[config.mk]
export PLATFORM = sky130hd
export DESIGN_NAME = sliding_window_frame_sender_unit
export DESIGN_NICKNAME = d
export VERILOG_FILES = /design/src/design/sws_pkg.sv /design/src/design/sliding_window_frame_sender_unit.sv /design/src/design/sws_frame_ram.sv /design/src/design/sws_sensor_bank.sv
export SDC_FILE = /design/constraint.sdc
export NUM_CORES = 2
export LEC_CHECK = 0
export BUFFER_PORTS_ARGS = -buffer_cell sky130_fd_sc_hd__buf_2
export CAP_MARGIN = 20
export CORE_ASPECT_RATIO = 1.75
export CORE_UTILIZATION = 55
export CTS_CLUSTER_SIZE = 14
export DETAILED_ROUTE_END_ITERATION = 16
export PLACE_DENSITY = 0.71
export SLEW_MARGIN = 20
export SYNTH_ARGS = -nofsm -noshare
export SYNTH_HDL_FRONTEND = slang
export SYNTH_SLANG_ARGS = --single-unit
[constraint.sdc]
create_clock -name clk -period 33.1 [get_ports clk]
set_clock_uncertainty 0.05 [all_clocks]
set_input_delay 3.31 -clock clk [delete_from_list [all_inputs] [get_ports clk]]
set_output_delay 3.31 -clock clk [all_outputs]
set_load 0.01 [all_outputs]
[src/design/sws_pkg.sv]
`timescale 1ns / 1ps
`default_nettype none

package sws_pkg;

    // Ring and frame geometry.
    localparam int RING_SLOTS  = 8;
    localparam int FRAME_BYTES = 28;
    localparam int SENSORS     = 4;
    localparam int VALUES      = 3 * SENSORS;

    localparam int SLOT_W  = $clog2(RING_SLOTS);
    localparam int CNT_W   = $clog2(FRAME_BYTES);
    localparam int ADDR_W  = $clog2(RING_SLOTS * FRAME_BYTES);
    localparam int VIDX_W  = $clog2(VALUES);
    localparam int FREE_W  = $clog2(RING_SLOTS + 1);
    localparam int QUEUE_CAP = (RING_SLOTS > 15) ? RING_SLOTS : 15;
    localparam int QUEUE_W = $clog2(QUEUE_CAP + 1);

    // Stream widths.
    localparam int IN_DATA_W  = 72;
    localparam int IN_USER_W  = 2;
    localparam int OUT_DATA_W = 16;
    localparam int OUT_SLOT_W = 3;

    // Feedback codes.
    localparam logic [7:0] CODE_ACK    = 8'h41;
    localparam logic [7:0] CODE_RESEND = 8'h4E;

    // Byte positions inside a frame.
    localparam logic [CNT_W-1:0] BYTE_ID_LO  = CNT_W'(0);
    localparam logic [CNT_W-1:0] BYTE_ID_HI  = CNT_W'(1);
    localparam logic [CNT_W-1:0] BYTE_VAL_LO = CNT_W'(2);
    localparam logic [CNT_W-1:0] BYTE_VAL_HI = CNT_W'(2 * VALUES + 1);
    localparam logic [CNT_W-1:0] BYTE_SUM_LO = CNT_W'(FRAME_BYTES - 2);
    localparam logic [CNT_W-1:0] BYTE_LAST   = CNT_W'(FRAME_BYTES - 1);

    typedef enum logic [1:0] {
        OP_REPORT   = 2'd0,
        OP_SEND     = 2'd1,
        OP_FEEDBACK = 2'd2
    } sws_op_t;

    typedef enum logic [1:0] {
        ST_IDLE,
        ST_BUILD,
        ST_STATUS,
        ST_SEND
    } sws_state_t;

    // Control from the sequencer to the sensor bank.
    typedef struct packed {
        logic              wr;
        logic [1:0]        sensor;
        logic              start;
        logic              step;
        logic [CNT_W-1:0]  cnt;
        logic [SLOT_W-1:0] id;
    } sws_bank_ctrl_t;

endpackage

`default_nettype wire

[src/design/sliding_window_frame_sender_unit.sv]
// A report that completes a round writes its frame into the frame RAM byte by byte and then
// shows its status transfer (on overflow the status goes out with no frame write); a send
// tick shows its frame bytes one per cycle while the output does not stall.
// Input is taken only while idle, so a new item waits until the frame write, status transfer
// or frame send of the last one is through; output stalls hold the status and send states.
// Reset clears all control state; per-slot valid bits make unwritten slots read as zero.
`timescale 1ns / 1ps
`default_nettype none

module sliding_window_frame_sender_unit (
    input  wire logic                           clk,
    input  wire logic                           rst_n,
    input  wire logic                           s_tvalid,
    output logic                                s_tready,
    // sensor_index, value_x, value_y, value_z, ack_code, ack_frame, zero pad
    input  wire logic [sws_pkg::IN_DATA_W-1:0]  s_tdata,
    // operation
    input  wire logic [sws_pkg::IN_USER_W-1:0]  s_tuser,
    output logic                                m_tvalid,
    input  wire logic                           m_tready,
    // frame_byte, overflow, slot, zero pad
    output logic [sws_pkg::OUT_DATA_W-1:0]      m_tdata,
    // kind
    output logic [0:0]                          m_tuser,
    // last_byte
    output logic                                m_tlast
);
    import sws_pkg::*;

    // Input fields.
    logic [1:0]  in_sensor;
    logic [15:0] in_x;
    logic [15:0] in_y;
    logic [15:0] in_z;
    logic [7:0]  in_code;
    logic [7:0]  in_frame;

    assign in_sensor = s_tdata[1:0];
    assign in_x      = s_tdata[17:2];
    assign in_y      = s_tdata[33:18];
    assign in_z      = s_tdata[49:34];
    assign in_code   = s_tdata[57:50];
    assign in_frame  = s_tdata[65:58];

    sws_state_t state_reg;
    sws_state_t state_next;

    logic [CNT_W-1:0]      cnt_reg;
    logic [SLOT_W-1:0]     cur_reg;
    logic                  st_ovf_reg;
    logic [SLOT_W-1:0]     fill_reg;
    logic [SLOT_W-1:0]     send_reg;
    logic [FREE_W-1:0]     free_reg;
    logic [QUEUE_W-1:0]    queued_reg;
    logic [RING_SLOTS-1:0] row_valid_reg;

    logic                  m_valid_reg;
    logic                  m_kind_reg;
    logic                  m_last_reg;
    logic                  m_ovf_reg;
    logic [SLOT_W-1:0]     m_slot_reg;
    logic                  m_row_ok_reg;

    logic                  accept;
    logic                  out_free;
    logic                  round_done;
    logic [7:0]            build_byte;
    logic [7:0]            rd_data;
    logic [ADDR_W-1:0]     addr;
    logic                  ram_wr;
    logic                  ram_rd;
    logic                  load_status;
    logic                  build_end;
    logic                  send_end;
    sws_bank_ctrl_t        bank_ctrl;

    logic [SLOT_W-1:0]     ack_id;
    logic [SLOT_W:0]       ack_diff;

    function automatic logic [SLOT_W-1:0] slot_inc(input logic [SLOT_W-1:0] s);
        slot_inc = (s == SLOT_W'(RING_SLOTS - 1)) ? '0 : s + SLOT_W'(1);
    endfunction

    assign accept    = s_tvalid && s_tready;
    assign out_free  = !m_valid_reg || m_tready;
    assign build_end = (cnt_reg == BYTE_LAST);
    assign send_end  = (cnt_reg == BYTE_LAST);
    assign addr      = ADDR_W'(cur_reg * FRAME_BYTES) + ADDR_W'(cnt_reg);

    // Free count after an acknowledge: distance from fill slot to id, plus one.
    always_comb
    begin
        ack_id = SLOT_W'(in_frame % RING_SLOTS);
        if (ack_id >= fill_reg)
        begin
            ack_diff = {1'b0, ack_id} - {1'b0, fill_reg};
        end
        else
        begin
            ack_diff = {1'b0, ack_id} + (SLOT_W + 1)'(RING_SLOTS) - {1'b0, fill_reg};
        end
    end

    // Next state.
    always_comb
    begin
        state_next = state_reg;
        case (state_reg)
            ST_IDLE:
            begin
                if (accept && (s_tuser == OP_REPORT) && round_done)
                begin
                    state_next = (free_reg == '0) ? ST_STATUS : ST_BUILD;
                end
                else if (accept && (s_tuser == OP_SEND) && (queued_reg != '0))
                begin
                    state_next = ST_SEND;
                end
            end
            ST_BUILD:
            begin
                if (build_end)
                begin
                    state_next = ST_STATUS;
                end
            end
            ST_STATUS:
            begin
                if (out_free)
                begin
                    state_next = ST_IDLE;
                end
            end
            ST_SEND:
            begin
                if (out_free && send_end)
                begin
                    state_next = ST_IDLE;
                end
            end
            default:
            begin
                state_next = ST_IDLE;
            end
        endcase
    end

    // Control outputs.
    always_comb
    begin
        s_tready    = 1'b0;
        ram_wr      = 1'b0;
        ram_rd      = 1'b0;
        load_status = 1'b0;
        bank_ctrl.wr     = 1'b0;
        bank_ctrl.sensor = in_sensor;
        bank_ctrl.start  = 1'b0;
        bank_ctrl.step   = 1'b0;
        bank_ctrl.cnt    = cnt_reg;
        bank_ctrl.id     = cur_reg;
        case (state_reg)
            ST_IDLE:
            begin
                s_tready        = 1'b1;
                bank_ctrl.wr    = s_tvalid && (s_tuser == OP_REPORT);
                bank_ctrl.start = bank_ctrl.wr && round_done;
                bank_ctrl.id    = fill_reg;
            end
            ST_BUILD:
            begin
                ram_wr         = 1'b1;
                bank_ctrl.step = 1'b1;
            end
            ST_STATUS:
            begin
                load_status = out_free;
            end
            ST_SEND:
            begin
                ram_rd = out_free;
            end
            default:
            begin
            end
        endcase
    end

    // Ring bookkeeping and the sequencer counters.
    always_ff @(posedge clk or negedge rst_n)
    begin
        if (!rst_n)
        begin
            state_reg     <= ST_IDLE;
            cnt_reg       <= '0;
            cur_reg       <= '0;
            st_ovf_reg    <= 1'b0;
            fill_reg      <= '0;
            send_reg      <= '0;
            free_reg      <= FREE_W'(RING_SLOTS);
            queued_reg    <= '0;
            row_valid_reg <= '0;
        end
        else
        begin
            state_reg <= state_next;
            if (accept)
            begin
                cnt_reg <= '0;
                case (s_tuser)
                    OP_REPORT:
                    begin
                        if (round_done)
                        begin
                            cur_reg <= fill_reg;
                            if (free_reg == '0)
                            begin
                                st_ovf_reg <= 1'b1;
                            end
                            else
                            begin
                                st_ovf_reg              <= 1'b0;
                                fill_reg                <= slot_inc(fill_reg);
                                free_reg                <= free_reg - FREE_W'(1);
                                row_valid_reg[fill_reg] <= 1'b1;
                                if (queued_reg != QUEUE_W'(QUEUE_CAP))
                                begin
                                    queued_reg <= queued_reg + QUEUE_W'(1);
                                end
                            end
                        end
                    end
                    OP_SEND:
                    begin
                        if (queued_reg != '0)
                        begin
                            cur_reg    <= send_reg;
                            send_reg   <= slot_inc(send_reg);
                            queued_reg <= queued_reg - QUEUE_W'(1);
                        end
                    end
                    OP_FEEDBACK:
                    begin
                        if (in_code == CODE_ACK)
                        begin
                            free_reg <= FREE_W'(ack_diff) + FREE_W'(1);
                        end
                        else if (in_code == CODE_RESEND)
                        begin
                            send_reg <= ack_id;
                        end
                    end
                    default:
                    begin
                    end
                endcase
            end
            else if (ram_wr || ram_rd)
            begin
                cnt_reg <= cnt_reg + CNT_W'(1);
            end
        end
    end

    // Output register: valid and the fields that travel with each transfer.
    always_ff @(posedge clk or negedge rst_n)
    begin
        if (!rst_n)
        begin
            m_valid_reg <= 1'b0;
        end
        else if (load_status || ram_rd)
        begin
            m_valid_reg <= 1'b1;
        end
        else if (m_tready)
        begin
            m_valid_reg <= 1'b0;
        end
    end

    always_ff @(posedge clk)
    begin
        if (load_status)
        begin
            m_kind_reg <= 1'b1;
            m_last_reg <= 1'b0;
            m_ovf_reg  <= st_ovf_reg;
            m_slot_reg <= cur_reg;
        end
        else if (ram_rd)
        begin
            m_kind_reg   <= 1'b0;
            m_last_reg   <= send_end;
            m_ovf_reg    <= 1'b0;
            m_slot_reg   <= cur_reg;
            m_row_ok_reg <= row_valid_reg[cur_reg];
        end
    end

    sws_sensor_bank u_bank (
        .clk        (clk),
        .rst_n      (rst_n),
        .ctrl       (bank_ctrl),
        .value_x    (in_x),
        .value_y    (in_y),
        .value_z    (in_z),
        .round_done (round_done),
        .build_byte (build_byte)
    );

    sws_frame_ram u_ram (
        .clk     (clk),
        .wr_en   (ram_wr),
        .wr_addr (addr),
        .wr_data (build_byte),
        .rd_en   (ram_rd),
        .rd_addr (addr),
        .rd_data (rd_data)
    );

    // Frame bytes of a never-written slot read as zero.
    assign m_tvalid   = m_valid_reg;
    assign m_tuser    = m_kind_reg;
    assign m_tlast    = m_last_reg;
    assign m_tdata    = {4'b0000, OUT_SLOT_W'(m_slot_reg), m_ovf_reg,
                         (!m_kind_reg && m_row_ok_reg) ? rd_data : 8'h00};

endmodule

`default_nettype wire

[src/design/sws_frame_ram.sv]
`timescale 1ns / 1ps
`default_nettype none

module sws_frame_ram (
    input  wire logic                      clk,
    input  wire logic                      wr_en,
    input  wire logic [sws_pkg::ADDR_W-1:0] wr_addr,
    input  wire logic [7:0]                wr_data,
    input  wire logic                      rd_en,
    input  wire logic [sws_pkg::ADDR_W-1:0] rd_addr,
    output logic      [7:0]                rd_data
);
    import sws_pkg::*;

    logic [7:0] mem [RING_SLOTS * FRAME_BYTES];

    // One write port and one registered read port.
    always_ff @(posedge clk)
    begin
        if (wr_en)
        begin
            mem[wr_addr] <= wr_data;
        end
        if (rd_en)
        begin
            rd_data <= mem[rd_addr];
        end
    end

endmodule

`default_nettype wire

[src/design/sws_sensor_bank.sv]
`timescale 1ns / 1ps
`default_nettype none

module sws_sensor_bank (
    input  wire logic                    clk,
    input  wire logic                    rst_n,
    input  wire sws_pkg::sws_bank_ctrl_t ctrl,
    input  wire logic [15:0]             value_x,
    input  wire logic [15:0]             value_y,
    input  wire logic [15:0]             value_z,
    output logic                         round_done,
    output logic [7:0]                   build_byte
);
    import sws_pkg::*;

    logic [15:0]        values_reg [VALUES];
    logic [SENSORS-1:0] mask_reg;
    logic [15:0]        sum_reg;
    logic [SENSORS-1:0] mask_set;
    logic [CNT_W-1:0]   vpos;
    logic [VIDX_W-1:0]  vidx;
    logic [15:0]        vsel;
    logic               in_values;

    // The round completes when this report fills the last mask bit.
    always_comb
    begin
        mask_set   = mask_reg | (SENSORS'(1) << ctrl.sensor);
        round_done = (mask_set == {SENSORS{1'b1}});
    end

    // Value word addressed by the current frame byte.
    always_comb
    begin
        in_values = (ctrl.cnt >= BYTE_VAL_LO) && (ctrl.cnt <= BYTE_VAL_HI);
        vpos      = ctrl.cnt - BYTE_VAL_LO;
        vidx      = in_values ? VIDX_W'(vpos >> 1) : VIDX_W'(VALUES - 1);
        vsel      = values_reg[vidx];
    end

    // Frame byte for the current build position.
    always_comb
    begin
        if (ctrl.cnt == BYTE_ID_LO)
        begin
            build_byte = 8'(ctrl.id);
        end
        else if (ctrl.cnt == BYTE_ID_HI)
        begin
            build_byte = 8'h00;
        end
        else if (in_values)
        begin
            build_byte = ctrl.cnt[0] ? vsel[15:8] : vsel[7:0];
        end
        else if (ctrl.cnt == BYTE_SUM_LO)
        begin
            build_byte = sum_reg[7:0];
        end
        else
        begin
            build_byte = sum_reg[15:8];
        end
    end

    // Readings and the report mask.
    always_ff @(posedge clk or negedge rst_n)
    begin
        if (!rst_n)
        begin
            mask_reg <= '0;
            for (int i = 0; i < VALUES; i++)
            begin
                values_reg[i] <= '0;
            end
        end
        else if (ctrl.wr)
        begin
            values_reg[3 * ctrl.sensor + 0] <= value_x;
            values_reg[3 * ctrl.sensor + 1] <= value_y;
            values_reg[3 * ctrl.sensor + 2] <= value_z;
            mask_reg <= round_done ? '0 : mask_set;
        end
    end

    // Checksum folds in each word as its high byte goes out.
    always_ff @(posedge clk)
    begin
        if (ctrl.start)
        begin
            sum_reg <= 16'(ctrl.id);
        end
        else if (ctrl.step && in_values && ctrl.cnt[0])
        begin
            sum_reg <= sum_reg ^ vsel;
        end
    end

endmodule

`default_nettype wire
==> out/qor.csv <==
metric,value,unit
status,completed,
antenna_found_initial,34,
numPortBuffers,82,
rsz0062_at_grt,no,
grt_pass1_vias,49000,
grt_max_degree,225,
cp.arrival,7.23,ns
synth_mux_area_frac,0.1535,
peakVddDrop,0.2452,mV
min_period,6.824,ns
largest_reg_flops,1792,
fin_nets,5313,
worstPathMaxFanout,84,
leakage,30.55,nW
multiInputGateArea,24260,sq um
synth_area,86500,sq um
drc,0,
clock_latency,0.81,ns
min-delay-path-class,flip-flop to flip-flop,
cts_max_level,4,
cpMostUsedCell,buf_4,
gp_routability_congestion,0.9714,
worstPathRequired,33.51,ns
synth_top_family_by_area,multiplexers,
fin_crit_sh,0.2062,
ys_types,83,
dieWidth,301.8,um
synth-compound-area-share,0.05926,
grt_pass1_wl,333500,um
synth_area_per_cell,16.53,sq um
first_iter_violations,5123,
synthSimpleGateAreaFrac,0.05670,
ys_ff_latch,2053,
root_buffer,clkbuf_16,
synth_top_area_cell,edfxtp_1,
clk_pin_slew,0.06,ns
cts_buffers,185,
drive_above_1_share,0.1904,
clock-sinks,2053,
wire_per_inst,31.17,um
rows,192,
crit_chain,buf_4 > inv_2 > ha_1 > nand2b_1 > nand3_1 > buf_4 > nand2_1 > nand2_1 > a211oi_1 > o21ai_0 > nand3_4 > buf_4 > buf_4,
cpLargestDelayFamily,buffers and inverters,
yosysWarningCount,0,
grtUsageTotal,0.2929,
area_growth,8.556,%
synthAdderAreaFrac,0.006683,
slew_violations,0,
die-area,158900,sq um
ys.flop_type,edfxtp_1,
io_pins,98,
powerDensity,97.22,nW/um^2
holdBufCountCts,0,
worstSetupEndpointType,flip-flop,
overflow,0,
ys_seq_area_frac,0.6977,
design.core.area,156200,sq um
post_cts_buffers,0,
dpl.hpwl,144500,um
setup_viol,0,
synth-xor-area-share,0.001823,
drt_wl_total,229100,um
worst_setup_path_start_kind,flip-flop,
maxSlewHeadroom,0.2462,
critical_path_class,flip-flop to flip-flop,
fin_util,0.6013,
clock_path_buffers,4,
whs,0.4110,ns
maxCapViolCount,0,
start_util,0.5540,
die_y,526.6,um
synthTopCellsByArea,"edfxtp_1, mux4_2, dfrtp_1",
seq_area,60360,sq um
cts_tree,built,
hold_viol,0,
via_per_inst,6.575,
max_freq,146.6,MHz
async_reset_ff_frac,0.1120,
dr_total_vias,48320,
final.fill_count,11300,
firstDrtPassIters,9,
worst_slew_pin_slew,1.127,ns
setup_tns,0,ns
ctsResizeCount,0,
critPathSlowestCell,dfrtp_4,
slowest_delay,0.86,ns
synth_edf_count,1808,
critical_path_buf_inv_count,5,
yosys.area.top_type_share,0.6277,
ant_nets,0,
syn_inst,5232,
-- cell usage after synthesis, types with 15 or more instances --
master,instances
buf_2,77
inv_1,49
and3_1,32
o211ai_1,30
dfxtp_1,15
clkbuf_1,271
mux2i_1,102
nor2b_1,19
nand2_1,445
buf_1,22
a41oi_1,15
mux4_2,514
ha_1,35
o221ai_1,17
nand3_1,128
nand4_1,15
nor2_1,397
edfxtp_1,1808
dfrtp_1,229
a22oi_1,97
mux2_2,35
and2_1,21
buf_4,29
nor3_1,32
a211oi_1,20
a21oi_1,239
o21ai_0,294
-- power breakdown --
group / internal, mW / switching, mW
clock network: 1.04 / 0.896
registers: 3.66 / 0.0812
logic: 1.05 / 2.39
-- final cells by class --
type	count	area share
antenna	28	0.0007462
tap	2037	0.02714
clock buffer	234	0.05141
clock inverter	45	0.003371
multi-input combinational	2715	0.2584
inverter	52	0.002079
timing repair buffer	186	0.01411
sequential	2053	0.6428
-- logic make-up after synthesis --
family                     Yosys count
buffers and inverters              467
and+or+nand+nor                   1145
muxes                              662
AOI/OAI and AO/OA                  844
xor gates and xnor gates            18
adders and majority gates           42
other                                1
DFF                               2053
-- per-layer routing --
| layer | routed length [um] | GRT usage | vias up |
|---|---|---|---|
| met5 | 64 | 0 | - |
| met3 | 15860 | 0.04671 | 699 |
| li1 | - | - | 20480 |
| met4 | 18390 | 0.2051 | 12 |
| met2 | 121600 | 0.5121 | 2362 |
| met1 | 73170 | 0.3241 | 24770 |
-- path summary, 6_finish.rpt --
kind | start | to | slack, ns | cells after the start
setup / recovery | cnt_reg[0] | u_ram.mem[60][1] | 26.28 | 13
max in group asynchronous | rst_n | cnt_reg[0] | 28.35 | 3
hold / removal | row_valid_reg[6] | row_valid_reg[6] | 0.41 | 1
setup reg to reg | cnt_reg[0] | u_ram.mem[60][1] | 26.28 | 13
min in group asynchronous | rst_n | u_bank.values_reg[69] | 2.49 | 1
hold reg to reg | row_valid_reg[6] | row_valid_reg[6] | 0.41 | 1
-- worst reg2reg max path: cells and delay by family (launching register included) --
| kind | cells | cell delay, ns |
|---|---|---|
| AND/OR/NAND/NOR | 5 | 1.86 |
| flip-flops | 1 | 0.86 |
| buffers and inverters | 5 | 2.71 |
| adder cells (fa/ha/maj) | 1 | 0.27 |
| AO/OA/AOI/OAI | 2 | 0.71 |
-- cell usage in the layout (no fill, tap or decap), drive strengths merged, types with 58 or more instances in the layout --
| cell type | count |
|---|---|
| edfxtp | 1808 |
| mux4 | 525 |
| nand2 | 445 |
| nor2 | 398 |
| o21ai | 295 |
| a21oi | 239 |
| clkbuf | 234 |
| dfrtp | 229 |
| buf | 186 |
| nand3 | 128 |
| mux2i | 102 |
| a22oi | 97 |
| inv | 58 |
-- through the flow --
| stage | std cells | power [mW] | worst slack [ns] | area, sq um |
|---|---|---|---|---|
| finish | 7350 | 9.129 | 26.28 | 93900 |
| global route | 7343 | 9.388 | 25.85 | 93880 |
| CTS | 7322 | 9.148 | 26.10 | 93810 |
| detailed placement | 7043 | 7.230 | 26.17 | 88660 |
| global placement | 7043 | 7.128 | 26.29 | 88660 |
| floorplan | 5235 | 6.076 | 18.60 | 86510 |
Note: power is estimated with default switching activity, not from simulation.
